--- src/hw/rtl/mrc_pkg.sv ---
package mrc_pkg;

   localparam int MAX_FRAME = 256;

   // byte counter saturates at MAX_FRAME + 1
   localparam int CNT_W = $clog2(MAX_FRAME + 2);

   localparam logic [CNT_W-1:0] CNT_SAT  = CNT_W'(MAX_FRAME + 1);
   localparam logic [CNT_W-1:0] LEN_MAX  = CNT_W'(MAX_FRAME);
   localparam logic [CNT_W-1:0] LEN_MIN  = CNT_W'(4);
   localparam logic [CNT_W-1:0] POS_FUNC = CNT_W'(1);
   localparam logic [CNT_W-1:0] POS_VHI  = CNT_W'(3);
   localparam logic [CNT_W-1:0] POS_VLO  = CNT_W'(4);
   localparam logic [CNT_W-1:0] POS_CRC  = CNT_W'(2);

   localparam logic [15:0] CRC_INIT = 16'hFFFF;
   localparam logic [15:0] CRC_POLY = 16'hA001;
   localparam logic [7:0]  FN_READ  = 8'h03;
   localparam logic [7:0]  FN_WRITE = 8'h06;

   typedef enum logic [2:0] {
      ST_READ_OK   = 3'd0,
      ST_WRITE_ACK = 3'd1,
      ST_CRC_ERR   = 3'd2,
      ST_BAD_FUNC  = 3'd3,
      ST_BAD_LEN   = 3'd4
   } status_type;

   typedef struct packed {
      logic [7:0] rx_byte;
      logic       last_byte;
   } req_type;

   typedef struct packed {
      status_type  status;
      logic [15:0] read_value;
      logic [7:0]  function_code;
   } rsp_type;

   // one byte of reflected crc-16/modbus, unrolled
   function automatic logic [15:0] crc_byte(input logic [15:0] crc, input logic [7:0] b);
      logic [15:0] c;
      c = crc ^ {8'h00, b};
      for (int k = 0; k < 8; k++) begin
         c = c[0] ? ((c >> 1) ^ CRC_POLY) : (c >> 1);
      end
      return c;
   endfunction

endpackage

--- src/hw/rtl/mrc_frame_core.sv ---
module mrc_frame_core (
   input  logic            clock,
   input  logic            reset,
   input  logic            item_go,
   input  mrc_pkg::req_type item,
   output mrc_pkg::rsp_type result
);
   import mrc_pkg::*;

   logic [15:0]      crc_ff, crc_in;
   logic [7:0]       older_ff, older_in;
   logic [7:0]       newer_ff, newer_in;
   logic [CNT_W-1:0] count_ff, count_in;
   logic [7:0]       func_ff, func_in;
   logic [7:0]       vhi_ff, vhi_in;
   logic [7:0]       vlo_ff, vlo_in;

   logic [15:0]      crc_fed;
   logic [CNT_W-1:0] count_nx;
   logic [7:0]       func_nx, vhi_nx, vlo_nx;
   logic [15:0]      recv_crc;

   always_comb begin
      // the byte two places back can no longer be part of the trailing crc
      crc_fed  = (count_ff >= POS_CRC) ? crc_byte(crc_ff, older_ff) : crc_ff;
      count_nx = (count_ff < CNT_SAT) ? count_ff + CNT_W'(1) : count_ff;
      func_nx  = (count_ff == POS_FUNC) ? item.rx_byte : func_ff;
      vhi_nx   = (count_ff == POS_VHI) ? item.rx_byte : vhi_ff;
      vlo_nx   = (count_ff == POS_VLO) ? item.rx_byte : vlo_ff;
      recv_crc = {item.rx_byte, newer_ff};
   end

   always_comb begin
      result.function_code = func_nx;
      result.read_value    = 16'h0000;
      if (count_nx < LEN_MIN || count_nx > LEN_MAX) begin
         result.status = ST_BAD_LEN;
      end else if (crc_fed != recv_crc) begin
         result.status = ST_CRC_ERR;
      end else if (func_nx == FN_READ) begin
         result.status     = ST_READ_OK;
         result.read_value = {vhi_nx, vlo_nx};
      end else if (func_nx == FN_WRITE) begin
         result.status = ST_WRITE_ACK;
      end else begin
         result.status = ST_BAD_FUNC;
      end
   end

   always_comb begin
      crc_in   = crc_ff;
      older_in = older_ff;
      newer_in = newer_ff;
      count_in = count_ff;
      func_in  = func_ff;
      vhi_in   = vhi_ff;
      vlo_in   = vlo_ff;
      if (item_go) begin
         if (item.last_byte) begin
            // frame done: back to the idle frame state
            crc_in   = CRC_INIT;
            older_in = 8'h00;
            newer_in = 8'h00;
            count_in = '0;
            func_in  = 8'h00;
            vhi_in   = 8'h00;
            vlo_in   = 8'h00;
         end else begin
            crc_in   = crc_fed;
            older_in = newer_ff;
            newer_in = item.rx_byte;
            count_in = count_nx;
            func_in  = func_nx;
            vhi_in   = vhi_nx;
            vlo_in   = vlo_nx;
         end
      end
   end

   always_ff @(posedge clock) begin
      if (reset) begin
         crc_ff   <= CRC_INIT;
         older_ff <= 8'h00;
         newer_ff <= 8'h00;
         count_ff <= '0;
         func_ff  <= 8'h00;
         vhi_ff   <= 8'h00;
         vlo_ff   <= 8'h00;
      end else begin
         crc_ff   <= crc_in;
         older_ff <= older_in;
         newer_ff <= newer_in;
         count_ff <= count_in;
         func_ff  <= func_in;
         vhi_ff   <= vhi_in;
         vlo_ff   <= vlo_in;
      end
   end

   a_count_sat: assert property (@(posedge clock) disable iff (reset)
      count_ff <= CNT_SAT)
      else $error("byte count past saturation");

   a_frame_clear: assert property (@(posedge clock) disable iff (reset)
      (item_go && item.last_byte) |=> (count_ff == '0 && crc_ff == CRC_INIT))
      else $error("frame state not cleared after last byte");

   a_no_crc_early: assert property (@(posedge clock) disable iff (reset)
      (count_ff < POS_CRC) |-> (crc_ff == CRC_INIT))
      else $error("crc advanced before third byte");

endmodule

--- src/hw/rtl/modbus_rtu_response_checker_top.sv ---
// channel  direction  handshake              payload
// req      in         req_valid / req_ready  req_data (mrc_pkg::req_type)
// rsp      out        rsp_valid / rsp_ready  rsp_data (mrc_pkg::rsp_type)
//
// one byte transaction per cycle sustained, unless a stalled rsp holds the input stage; a
// result leaves through the input register, then the result register, after its last byte is taken.
// the crc is one unrolled 8-bit step on the core state registers, feeding state and result registers.
// reset is synchronous, active high, and clears all frame state.
// a stalled rsp only holds the input stage when it carries a last byte.
module modbus_rtu_response_checker_top (
   input  logic             clock,
   input  logic             reset,
   input  logic             req_valid,
   output logic             req_ready,
   input  mrc_pkg::req_type req_data,
   output logic             rsp_valid,
   input  logic             rsp_ready,
   output mrc_pkg::rsp_type rsp_data
);
   import mrc_pkg::*;

   logic    s1_valid_ff, s1_valid_in;
   req_type s1_data_ff, s1_data_in;
   logic    rsp_valid_ff, rsp_valid_in;
   rsp_type rsp_data_ff, rsp_data_in;
   logic    s1_go;
   rsp_type core_result;

   always_comb begin
      s1_go     = s1_valid_ff && (!s1_data_ff.last_byte || !rsp_valid_ff || rsp_ready);
      req_ready = !s1_valid_ff || s1_go;
   end

   mrc_frame_core u_core (
      .clock   (clock),
      .reset   (reset),
      .item_go (s1_go),
      .item    (s1_data_ff),
      .result  (core_result)
   );

   always_comb begin
      s1_valid_in = s1_valid_ff;
      s1_data_in  = s1_data_ff;
      if (req_valid && req_ready) begin
         s1_valid_in = 1'b1;
         s1_data_in  = req_data;
      end else if (s1_go) begin
         s1_valid_in = 1'b0;
      end

      rsp_valid_in = rsp_valid_ff;
      rsp_data_in  = rsp_data_ff;
      if (s1_go && s1_data_ff.last_byte) begin
         rsp_valid_in = 1'b1;
         rsp_data_in  = core_result;
      end else if (rsp_ready) begin
         rsp_valid_in = 1'b0;
      end
   end

   always_ff @(posedge clock) begin
      if (reset) begin
         s1_valid_ff  <= 1'b0;
         rsp_valid_ff <= 1'b0;
      end else begin
         s1_valid_ff  <= s1_valid_in;
         rsp_valid_ff <= rsp_valid_in;
      end
   end

   always_ff @(posedge clock) begin
      s1_data_ff  <= s1_data_in;
      rsp_data_ff <= rsp_data_in;
   end

   assign rsp_valid = rsp_valid_ff;
   assign rsp_data  = rsp_data_ff;

   a_last_gives_rsp: assert property (@(posedge clock) disable iff (reset)
      (s1_go && s1_data_ff.last_byte) |=> rsp_valid_ff)
      else $error("last byte did not produce a result");

   a_stall_only_last: assert property (@(posedge clock) disable iff (reset)
      !req_ready |-> (s1_valid_ff && s1_data_ff.last_byte && rsp_valid_ff && !rsp_ready))
      else $error("input stalled without a blocked result");

   a_value_zero: assert property (@(posedge clock) disable iff (reset)
      (rsp_valid_ff && rsp_data_ff.status != ST_READ_OK) |-> (rsp_data_ff.read_value == 16'h0000))
      else $error("read value nonzero on non-read status");

endmodule

--- config.mk ---
export PLATFORM = sky130hd
export DESIGN_NAME = modbus_rtu_response_checker_top
export DESIGN_NICKNAME = d
export VERILOG_FILES = /design/src/hw/rtl/mrc_pkg.sv /design/src/hw/rtl/mrc_frame_core.sv /design/src/hw/rtl/modbus_rtu_response_checker_top.sv
export SDC_FILE = /design/constraint.sdc
export NUM_CORES = 1
export LEC_CHECK = 0
export ABC_AREA = 1
export BUFFER_PORTS_ARGS = -buffer_cell sky130_fd_sc_hd__buf_2
export CORE_MARGIN = 10
export CORE_UTILIZATION = 54
export DETAILED_ROUTE_END_ITERATION = 6
export PLACE_DENSITY = 0.79
export SYNTH_ARGS = -nofsm -noshare
export SYNTH_HDL_FRONTEND = slang
export SYNTH_SLANG_ARGS = --single-unit
--- constraint.sdc ---
create_clock -name clock -period 2.59 [get_ports clock]
set_input_delay 0.259 -clock clock [delete_from_list [all_inputs] [get_ports clock]]
set_output_delay 0.259 -clock clock [all_outputs]
set_load 0.05 [all_outputs]
# After elaboration in Yosys (flattened, before gate mapping)

Index checks and enable logic that the tools add are counted.

Register bits: 103
Bits in latches: 0
Bits in writable memories: 0
Memory bits (read-only): 0
Bits of input ports: 13
Output and inout bits: 29
Word-level logic and storage cells: 77
Memories kept: 0

Add/subtract/negate cells: 1
$mul: 0
Divide/modulo/power cells: 0
$lt $le $gt $ge: 4
Eq/ne operators: 6
Shift-type cells: 0
Multiplexer cells: 27
Bitwise gates (word level): 10
Reduce and logical (&&, ||, !) cells: 14

Operators by type and width:

| kind                | number |
|---|---|
| $mux 16             | 10 |
| $mux 8              | 8 |
| $not 2->3           | 8 |
| $mux 9              | 2 |
| $ne 16x16->1        | 1 |
| $xor 16x8->16       | 1 |
| $add 9x1->9 const B | 1 |
| $eq 9x1->1 const B  | 1 |
| $eq 9x2->1 const B  | 1 |
| $eq 9x3->1 const B  | 1 |
| $ge 9x2->1 const B  | 1 |
| $gt 9x9->1 const B  | 1 |
| $lt 9x3->1 const B  | 1 |
| $lt 9x9->1 const B  | 1 |
| $eq 8x2->1 const B  | 1 |
| $eq 8x3->1 const B  | 1 |
| $mux 3              | 2 |
| $reduce_or 3->1     | 2 |
| $logic_or 1x1->1    | 4 |
| $mux 1              | 4 |
| $reduce_bool 2->1   | 2 |
| $logic_and 1x1->1   | 3 |
| $logic_not 1->1     | 3 |
| $mux 2              | 1 |
| $not 1->1           | 1 |

# Logic depth before layout (Yosys ltp)

Gate-level depths: netlist of run 1.

Word-level depth: 20
Mapped depth: 20
Gate-level depth less buffers: 19

# Cells and area by module

From an unflattened synthesis of run 1, not the netlist that was laid out.

Cell total of the unflattened synthesis: 724
Area, all modules: 5272.6 um2

By module, submodules not included:

| module                          | times used | cells an instance | area an instance (um2) | sequential area each (um2) |
|---|---|---|---|---|
| mrc_frame_core                  | 1          | 670               | 4072.7                 | 1301.2 |
| modbus_rtu_response_checker_top | 1          | 54                | 1199.9                 | 1121.1 |

# Worst setup path after synthesis of run 1

Ideal clock, no wire load.

Path kind: reg2reg
Start point: register u_core.count_ff[0]
End point: register rsp_data_ff (netlist bit rsp_data[16]), data pin
Data arrival time: 2.299 ns
Data required time: 2.455 ns
Slack: 0.156 ns
Cell stages (with the launch flop): 20
Period minus slack after synthesis: 2.434 ns
Cell sequence: dfxtp_1 > inv_1 > ha_1 > inv_1 > nand3_2 > nor2_4 > buf_6 > nand2_2 > nand3_1 > nand2_1 > nor2_1 > nand2_1 > nor2_1 > nand2_1 > nor2_2 > nand2_2 > nor2_4 > nand4_4 > buf_8 > nor2_4

Cells in the longest elaborated chain, start to end: 5

RTL lines:

| item                                                 | line                                       | text |
|---|---|---|
| from (decl)                                          | mrc_frame_core.sv:13                       | `logic [CNT_W-1:0] count_ff, count_in;` |
| from (signal assigned)                               | mrc_frame_core.sv:93                       | `count_ff <= count_in;` |
| $add 9x1->9 (tied with other cells)                  | mrc_frame_core.sv:26                       | `count_nx = (count_ff < CNT_SAT) ? count_ff + CNT_W'(1) : count_ff;` |
| $mux 9 / $mux 8 (equally long branches)              | mrc_frame_core.sv:26, mrc_frame_core.sv:27 |  |
| $lt 9x3->1 (tied with other cells)                   | mrc_frame_core.sv:36                       | `if (count_nx < LEN_MIN \|\| count_nx > LEN_MAX) begin` |
| $logic_or 1x1->1 / $not 1->1 (equally long branches) | n/a                                        |  |
| $reduce_or 3->1 (no source line)                     | n/a                                        |  |
| to (signal assigned)                                 | modbus_rtu_response_checker_top.sv:74      | `rsp_data_ff <= rsp_data_in;` |
| to (decl)                                            | modbus_rtu_response_checker_top.sv:25      | `rsp_type rsp_data_ff, rsp_data_in;` |

Several ways; a longest one is shown, not always the timed one.
A chain may end at the register's enable or synchronous reset.

==> impl_results.md, run 1 <==
* Total gr overflow at 0
* Main synth FF type: dfxtp_1
* Post-synth EDFFs at 36
* Die Wd at ~120 um
* Synth Cell Area at between 5000 and 6000 um2
* DRT Pass-1 Iters at 5
* Clock net sink count at slightly above 100
* Vias in the first global route at 4456
* Count of cell types in the netlist at 30
* #FFs+latches synth at ~100
* Synth cell count leaders: nand2_1, inv_1, dfxtp_1
* Hold Path Class: in2reg
* Routed vias at 4920
* Post-Layout Cell Count at 922
* Max cap viols at 0
* Gpl congestion at approximately 0.91
* VDD IR max at between 300 and 400 uV
* Synth async-reset ratio at 0
* RSZ-0062 raised after global routing: yes
* Starting Density at 0.549
* Pwr Density at between 500 and 600 nW/um2
* Data arrival, critical path at 2780 ps
* Relative slew slack at 0.638
* Largest net degree at the start of global routing at approximately 50
* R2r endpoint: rsp_data[23]
* Post-layout min period at ~2500 ps
* 1st-iter DRT viols at about 400
* Fmax at 394 MHz
* CTS Hold Buffers Added at 0
* Max-slew violation count at 0
* Setup Crit Path Kind: reg2reg
* Critical path endpoint: rsp_data[23]
* Antenna violations before repair at 0
* Net count after synthesis at 748
* Post-synth top area cell: dfxtp_1
* Routed WL at roughly 13 mm
* Clk pin slew, worst setup/hold paths at approximately 110 ps
* Std-Cell Rows at 36
* GRT Total Usage at 0.168
* Final Cycle Share at 0.979
* Post-detailed-route wirelength per cell at ~14 um
* Endpoints failing setup at 0
* LEAKAGE at roughly 2.6 nW
* Clock Latency Late Sink at roughly 380 ps
* Avg Inst Size Synth at slightly above 7 um2
* DIE HEIGHT at 119 um
* # port buffers at 41
* Most common cell in the synthesized netlist: nand2_1
* Critical Path RT at between 2000 and 3000 ps
* Ant diodes at 0
* Final #Nets at between 800 and 900
* Final HPWL DP at ~8.6 mm
* H-tree lvl count at 3
* Syn-to-layout area delta at 15.5%
* Post-Place Cells at between 800 and 900
* Outcome: finished, final reports clean
* Die footprint at approximately 14000 um2
* Clock root buffer: clkbuf_8
* Core area at 9680 um2
* R2R setup slack at between 50 and 60 ps
* Remaining DRCs at 0
* Core Util, Final at 0.634
* Slew @ Worst Pin at approximately 540 ps
* Final Skew at 18.1 ps
* Layout cells sized above 1 at 0.200
* CP Launch Type: flip-flop
* Vias per Instance at between 5 and 6
* Antenna viol nets, final at 0
* Worst setup startpoint: u_core.count_ff[0]
* CP Max Fanout at 16
* Synth top area share at 0.252
* Fin. Hold Viols at 0
* R2r startpoint: u_core.count_ff[0]
* CTS tree: built
* Total Power at between 3 and 4 mW
* Mapped Cells at between 700 and 800
* Yosys warns at 0
* Max clock buf depth at 2
* R2R cell count at 16
* Cts bufs inserted at 9
* Global-route wire length before repair at 20.2 mm
* Area contributors post-synth: dfxtp_1, nand2_1, edfxtp_1
* Sequential area share after synthesis at 0.456
* Critical Path End Type: flip-flop
* IO Pins at 42
-- layer usage --
layer | global-route usage | share of wire | up-vias
met2 | 0.286 | 0.49 | 179
met1 | 0.208 | 0.42 | 2274
met4 | 0.0573 | 0.017 | 0
met5 | 0 | 0 | -
met3 | 0.0316 | 0.071 | 28
li1 | - | - | 2439
-- critical path, stage by stage, from the launching register on --
cell	delay (ps)
dfxtp_2	340
buf_4	120
buf_4	140
ha_1	190
nand3_1	90
nor2_2	40
buf_4	180
o21ai_0	170
inv_1	110
nor2_1	110
nand2_1	70
nor3_1	150
nand3_1	140
inv_2	120
nand4_4	150
clkbuf_16	220
nor2_4	70
-- kinds of logic (layout without fill, tap and decap cells) --
group           after synthesis  after routing  synth area share
xor+xnor                      6              6           0.00989
fa+ha+maj                     4              4           0.00942
compound gates              107            107             0.106
buf+inv                      97            154            0.0737
flops                       103            103             0.456
simple gates                414            415             0.345
-- stage by stage --
stage	cell area, um2	hold WS [ps]	TNS, ps	setup WS [ps]
finish	6140	51.8	0	54.7
global route	6140	27.4	-1700	-127
CTS	5900	43.3	0	82.0
detailed placement	5690	437	0	119
global placement	5690	436	0	202
floorplan	5310	358	0	156
-- where the power goes --
group          switching (mW)  internal (mW)
clock network           0.631          0.388
registers              0.0315           1.71
logic                   0.276          0.111
total                   0.938           2.21
-- layout make-up --
| type | count | area [um2] |
|---|---|---|
| tap | 133 | 166 |
| clock inverter | 7 | 86.3 |
| fill | 817 | 3550 |
| inverter | 73 | 274 |
| multi-input combinational | 532 | 2590 |
| clock buffer | 9 | 124 |
| timing repair buffer | 65 | 463 |
| sequential | 103 | 2430 |
-- worst min-delay path by stage --
stage,start,to,cells after the start
floorplan,req_data[0],s1_data_ff[0],0
global placement,req_data[4],s1_data_ff[4],1
detailed placement,req_data[2],s1_data_ff[2],1
CTS,req_data[5],s1_data_ff[5],1
global route,req_data[5],s1_data_ff[5],1
finish,req_data[4],s1_data_ff[4],1
-- flip-flops by register name, indices dropped and copies added, names as in the netlist --
register and count:
u_core.crc_ff 16, u_core.older_ff 8, u_core.newer_ff 8, rsp_valid 1, u_core.func_ff 8, u_core.vlo_ff 8
s1_data_ff 9, u_core.vhi_ff 8, u_core.count_ff 9, rsp_data 27, s1_valid_ff 1
-- placed cells by master, fill, tap and decap left out, types with 2 or more instances in the layout --
cell type  instances
xnor2_1            2
inv_1             66
a21oi_1           63
nor2_4            17
dfxtp_2            7
o21ai_0           34
nand4_1            5
o211ai_1           9
xor2_1             4
clkinv_4           2
buf_12             2
nand3b_1           5
dfxtp_1           60
nor2_1            30
clkinv_8           3
nand2_4            3
clkbuf_8           9
or2_2             10
buf_4             19
ha_1               3
nand2_1          282
nor2_2             8
buf_2             41
nand3_2            5
edfxtp_1          36
inv_2              6
nand3_1           30
clkbuf_16          3
nand2_2           18
-- repair_timing --
item / in CTS / in global routing
endpoints found under the setup margin: 0 / 18
resized for setup: 0 / 36
hold endpoints to repair: 0 / 0
buffers inserted: 0 / 9
Power figures use the tool's default switching activity.
==> run 2: changes to the inputs <==
CELL_PAD_IN_SITES_DETAIL_PLACEMENT = 1   (was default)
CELL_PAD_IN_SITES_GLOBAL_PLACEMENT = 2   (was default)
CORE_UTILIZATION = 31   (was 54)
PLACE_DENSITY = 0.78   (was 0.79)
==> run 2 against run 1 <==
Wire length is 25% higher. Flip-flop and latch count stayed put. Setup slack worse by 34 ps. Utilization is 24 points lower. Critical endpoint is now rsp_data[17]. Non-clock buffer count is 14 higher. Total power is 16% higher. Count of clock-buffer cells in the layout stayed put. Highest routed layer unchanged. Cell area is 7.2% higher. Final cell count is 11% higher. Combinational power is 6.2% higher. Critical path depth is 3 higher.
==> impl_results.md, run 2 (same netlist as run 1, synthesis figures left out) <==
* Setup Crit Path Kind: reg2reg
* IO Pins at 42 (unchanged)
* Total gr overflow at 0 (unchanged)
* Std-Cell Rows at 47 (+31%)
* Critical Path End Type: flip-flop
* GRT Total Usage at 0.138 (-0.0294)
* Max clock buf depth at 2 (unchanged)
* Clock root buffer: clkbuf_16
* Post-detailed-route wirelength per cell at 15.8 um (+13%)
* Ant diodes at 0 (unchanged)
* Vias in the first global route at 4844 (+8.7%)
* Post-layout min period at 2570 ps (+34.5 ps)
* Fmax at 389 MHz (-1.3%)
* Gpl congestion at 0.799 (-12%)
* Global-route wire length before repair at 24.9 mm (+24%)
* Die footprint at 22800 um2 (+60%)
* Starting Density at 0.318 (-0.231)
* RSZ-0062 raised after global routing: yes
* CTS tree: built
* Commonest non-fill, non-tap cells in the layout: nand2_1, inv_1, a21oi_1, dfxtp_1, buf_2
* Final HPWL DP at 11.1 mm (+29%)
* Largest net degree at the start of global routing at 51 (unchanged)
* Setup ws final at 20.2 ps (-34.5 ps)
* Max cap viols at 0 (unchanged)
* Pre-CTS setup slack at 22.9 ps (-96.6 ps)
* Cts bufs inserted at 9 (unchanged)
* Antenna viol nets, final at 0 (unchanged)
* Outcome: finished, final reports clean
* WHS at 69.2 ps (+17.4 ps)
* Final #Nets at 815 (+1.7%)
* Critical Path RT at 2820 ps (about the same)
* Total Power at 3.65 mW (+16%)
* DIE HEIGHT at 151 um (+27%)
* CP Max Fanout at 8 (-8)
* Relative slew slack at 0.595 (-0.0424)
* Syn-to-layout area delta at 23.8%
* LEAKAGE at 2.78 nW (+5.1%)
* Die Wd at 151 um (+27%)
* Final Skew at 8.92 ps (-9.19 ps)
* Vias per Instance at 4.77 (-11%)
* Fin Setup TNS at 0 ps (unchanged)
* Fin. Hold Viols at 0 (unchanged)
* Remaining DRCs at 0 (unchanged)
* Routed WL at 16.2 mm (+25%)
* DRT Pass-1 Iters at 4 (-1)
* H-tree lvl count at 3 (unchanged)
* CTS Hold Buffers Added at 0 (unchanged)
* Antenna violations before repair at 0 (unchanged)
* Clock Latency Late Sink at 360 ps (-20 ps)
* Core Util, Final at 0.394 (-0.240)
* Final Cycle Share at 0.992 (+0.0133)
* Endpoints failing setup at 0 (unchanged)
* Data arrival, critical path at 2800 ps (+20 ps)
* # port buffers at 41 (unchanged)
* Max-slew violation count at 0 (unchanged)
* Largest register FFs at 27 (unchanged)
* CP Launch Type: flip-flop
* 1st-iter DRT viols at 169 (-57%)
* Routed vias at 4884 (-0.73%)
* Most common cell after layout, fill and taps aside: nand2_1
* Pwr Density at 555 nW/um2 (+8.0%)
* VDD IR max at 296 uV (-17%)
* Clk pin slew, worst setup/hold paths at 80 ps (-30 ps)
* Layout cells sized above 1 at 0.223 (+0.0227)
* Slew @ Worst Pin at 607 ps (+69.3 ps)
* Core area at 16700 um2 (+72%)
* Hold Path Class: in2reg
* Clock net sink count at 103 (unchanged)
==> run 2: layout make-up <==
type	instances	area, um2
Inverter	73	274
Timing Repair Buffer	79	601
Tap cell	220	275
Clock inverter	7	96.3
Sequential cell	103	2430
Clock buffer	9	225
Multi-Input combinational cell	532	2680
Fill cell	2059	10100
==> run 2: worst max-delay path, cell delays in order, from the launching register on <==
cell and delay [ps]:
dfxtp_2 340, inv_2 50, ha_4 160, inv_2 60, nand3_4 70, nor2_4 210
clkbuf_16 220, nand2_4 50, nand3_1 70, nand2_1 60, nor2_1 100, nand2_1 70
nor2_1 90, nand2_1 80, nor2_2 130, nand2_2 80, nor2_4 120, nand4_4 150
clkbuf_16 230, nor2_4 80
==> run 2: through the flow <==
step / cell area (um2) / std cells
CTS: 6220 / 1005
global placement: 5890 / 989
floorplan: 5310 / 731
finish: 6580 / 1023
global route: 6580 / 1023
detailed placement: 5890 / 989
==> run 2: what timing repair did <==
action / in CTS / in global routing
setup buffers: 0 / 14
gates resized for setup: 1 / 55
pin swaps: 0 / 27
gates cloned: 0 / 4
setup endpoints to repair: 1 / 18
==> run 2: worst paths after layout <==
check / from / to / slack (ps) / depth (start not counted)
worst min register to register: u_core.func_ff[1] / u_core.func_ff[1] / 470 / 2
worst min-delay path: req_data[6] / s1_data_ff[6] / 70 / 1
worst max register to register: u_core.count_ff[0] / rsp_data[17] / 20 / 19
worst max-delay path: u_core.count_ff[0] / rsp_data[17] / 20 / 19
==> run 2: per-layer routing <==
metal  wire length, um  GRT usage  share of wire
met1              7460      0.175           0.46
met2              8130      0.237           0.50
met3               509     0.0271          0.031
met4               114     0.0332         0.0070
met5                 0          0              0
==> run 2: where the power goes <==
| group | leakage (nW) | switching (mW) | total (mW) | internal [mW] |
|---|---|---|---|---|
| clock network | 0.155 | 0.707 | 1.49 | 0.783 |
| logic | 1.74 | 0.290 | 0.412 | 0.122 |
| registers | 0.882 | 0.0346 | 1.75 | 1.71 |
| total | 2.78 | 1.03 | 3.65 | 2.62 |
==> run 3: changes to the inputs <==
PLACE_DENSITY = default   (was 0.78)
PLACE_DENSITY_LB_ADDON = 0.1   (was default)
==> run 3 against run 2 <==
Cell area fell by 0.19%. Global-route usage rose by 0.65 points. Critical endpoint is now rsp_data[20]. Clock skew rose by 3.3 ps. Critical path type unchanged. Register-to-register slack improved by 50 ps.
==> impl_results.md, run 3 (same netlist as run 1, synthesis figures left out) <==
* Endpoints failing setup at 0 (unchanged)
* Clock Latency Late Sink at 360 ps (about the same)
* Total Power at 3.50 mW (-4.2%)
* Ant diodes at 0 (unchanged)
* Antenna viol nets, final at 0 (unchanged)
* Fin. Hold Viols at 0 (unchanged)
* Post-layout min period at 2520 ps (-51.0 ps)
* Gpl congestion at 0.765 (-4.3%)
* Clock net sink count at 103 (unchanged)
* Final Cycle Share at 0.972 (-0.0197)
* Routed WL at 16.6 mm (+2.3%)
* Post-Layout Cell Count at 1027 (+0.39%)
* R2r startpoint: u_core.count_ff[6]
* Hold Crit Depth at 1 (unchanged)
* CP Launch Type: flip-flop
* Critical Path End Type: flip-flop
* Layout cells sized above 1 at 0.235 (+0.0125)
* Max cap viols at 0 (unchanged)
* DIE HEIGHT at 151 um (unchanged)
* Hold path endpoint: s1_data_ff[6]
* GRT Total Usage at 0.145 (+0.00646)
* Vias in the first global route at 4939 (+2.0%)
* Starting Density at 0.318 (unchanged)
* VDD IR max at 324 uV (+9.7%)
* R2R setup slack at 70 ps (+50 ps)
* Syn-to-layout area delta at 23.5%
* IO Pins at 42 (unchanged)
* Std-Cell Rows at 47 (unchanged)
* Die footprint at 22800 um2 (unchanged)
* Pwr Density at 533 nW/um2 (-4.0%)
* Critical Path RT at 2820 ps (about the same)
* Post-Place Cells at 993 (+0.40%)
* Final HPWL DP at 11.5 mm (+3.2%)
* Min-delay src: req_data[6]
* WHS at 64.0 ps (-5.30 ps)
* R2r endpoint: rsp_data[20]
* Final #Nets at 819 (+0.49%)
* Worst setup startpoint: u_core.count_ff[6]
* Final Skew at 12.2 ps (+3.32 ps)
* Cts bufs inserted at 9 (unchanged)
* Vias per Instance at 4.72 (-1.2%)
* H-tree lvl count at 3 (unchanged)
* Antenna violations before repair at 0 (unchanged)
* Pre-CTS setup slack at -13.9 ps (-36.8 ps)
* Largest register FFs at 27 (unchanged)
* Hold Path Class: in2reg
* Clk pin slew, worst setup/hold paths at 80 ps (about the same)
* Multi-input logic area at 2720 um2 (+1.6%)
* Global-route wire length before repair at 26.0 mm (+4.1%)
* Relative slew slack at 0.585 (-0.0105)
* CP Max Fanout at 6 (-2)
* Data arrival, critical path at 2750 ps (-50 ps)
* Remaining DRCs at 0 (unchanged)
* Fmax at 397 MHz (+2.0%)
* Setup Crit Path Kind: reg2reg
* LEAKAGE at 2.86 nW (+2.8%)
* Core area at 16700 um2 (unchanged)
* Routed vias at 4843 (-0.84%)
* Die Wd at 151 um (unchanged)
* R2R cell count at 18 (-1)
* 1st-iter DRT viols at 197 (+17%)
* Post-detailed-route wirelength per cell at 16.1 um (+1.9%)
* Register Area at 2430 um2 (-0.10%)
* Fillers at 2092 (+1.6%)
* Most common cell after layout, fill and taps aside: nand2_1
* Slew @ Worst Pin at 623 ps (+15.7 ps)
* Outcome: finished, final reports clean
* Largest net degree at the start of global routing at 51 (unchanged)
* RSZ-0062 raised after global routing: yes
* Max clock buf depth at 2 (unchanged)
* Max-slew violation count at 0 (unchanged)
* DRT Pass-1 Iters at 4 (unchanged)
* CTS tree: built
* Total gr overflow at 0 (unchanged)
* # port buffers at 41 (unchanged)
* Setup ws final at 71.3 ps (+51.0 ps)
* Commonest non-fill, non-tap cells in the layout: nand2_1, inv_1, a21oi_1
* Core Util, Final at 0.393 (-0.000749)
* Clock root buffer: clkbuf_16
[run 3: routing by layer]
metal	GRT usage	share of wire	wire (um)
met4	0.0419	0.013	217
met5	0	0	0
met3	0.0289	0.032	536
met2	0.241	0.48	7930
met1	0.186	0.48	7900
[run 3: worst max-delay path, cell delays in order, from the launching register on]
cell       delay (ps)
dfxtp_2           340
nor2_4            150
nand2_4           100
nor2_4            240
nand2_4           140
nand2_4           100
nand2_2            50
nand2_1            70
nand2_1            80
nor2_2            110
nand2_2            70
nor2_2             90
nand2_1            70
nor2_2            120
nand2_2            80
nor2_4            120
nand4_4           160
clkbuf_16         230
nor2_4             60
[run 3: worst max-delay path by stage]
stage                         endpoint  slack [ps]  cells past startpoint
after global placement    rsp_data[18]          70                     19
after floorplan           rsp_data[16]         160                     19
after global routing      rsp_data[18]        -120                     18
after CTS                 rsp_data[12]           5                     14
final                     rsp_data[20]          70                     18
after detailed placement  rsp_data[12]         -10                     19
[run 3: report_power, final]
| group | leakage (nW) | total (mW) | switching [mW] | internal, mW |
|---|---|---|---|---|
| registers | 0.882 | 1.75 | 0.0344 | 1.71 |
| clock network | 0.135 | 1.32 | 0.662 | 0.659 |
| logic | 1.84 | 0.426 | 0.304 | 0.122 |
| total | 2.86 | 3.50 | 1.00 | 2.50 |
[run 3: layout make-up]
type / count / area share
Clock buffer: 10 / 0.0349
Multi-Input combinational cell: 532 / 0.414
Timing Repair Buffer: 83 / 0.0909
Clock inverter: 6 / 0.00667
Inverter: 73 / 0.0417
Sequential cell: 103 / 0.370
Tap cell: 220 / 0.0419
[run 3: per-stage QoR]
stage                     TNS, ps  cell area, um2
final                           0            6570
after global routing        -1460            6570
after CTS                       0            6190
after detailed placement    -13.9            5900
after global placement          0            5900
after floorplan                 0            5310
[run 3: timing repair]
action | 4_1_cts | 5_1_grt
hold buffers | 0 | 0
gates cloned | 0 | 3
resized for setup | 1 | 68
setup buffers | 1 | 14
endpoints found under the hold margin | 0 | 0
endpoints found under the setup margin | 4 | 19
pin swaps | 0 | 25
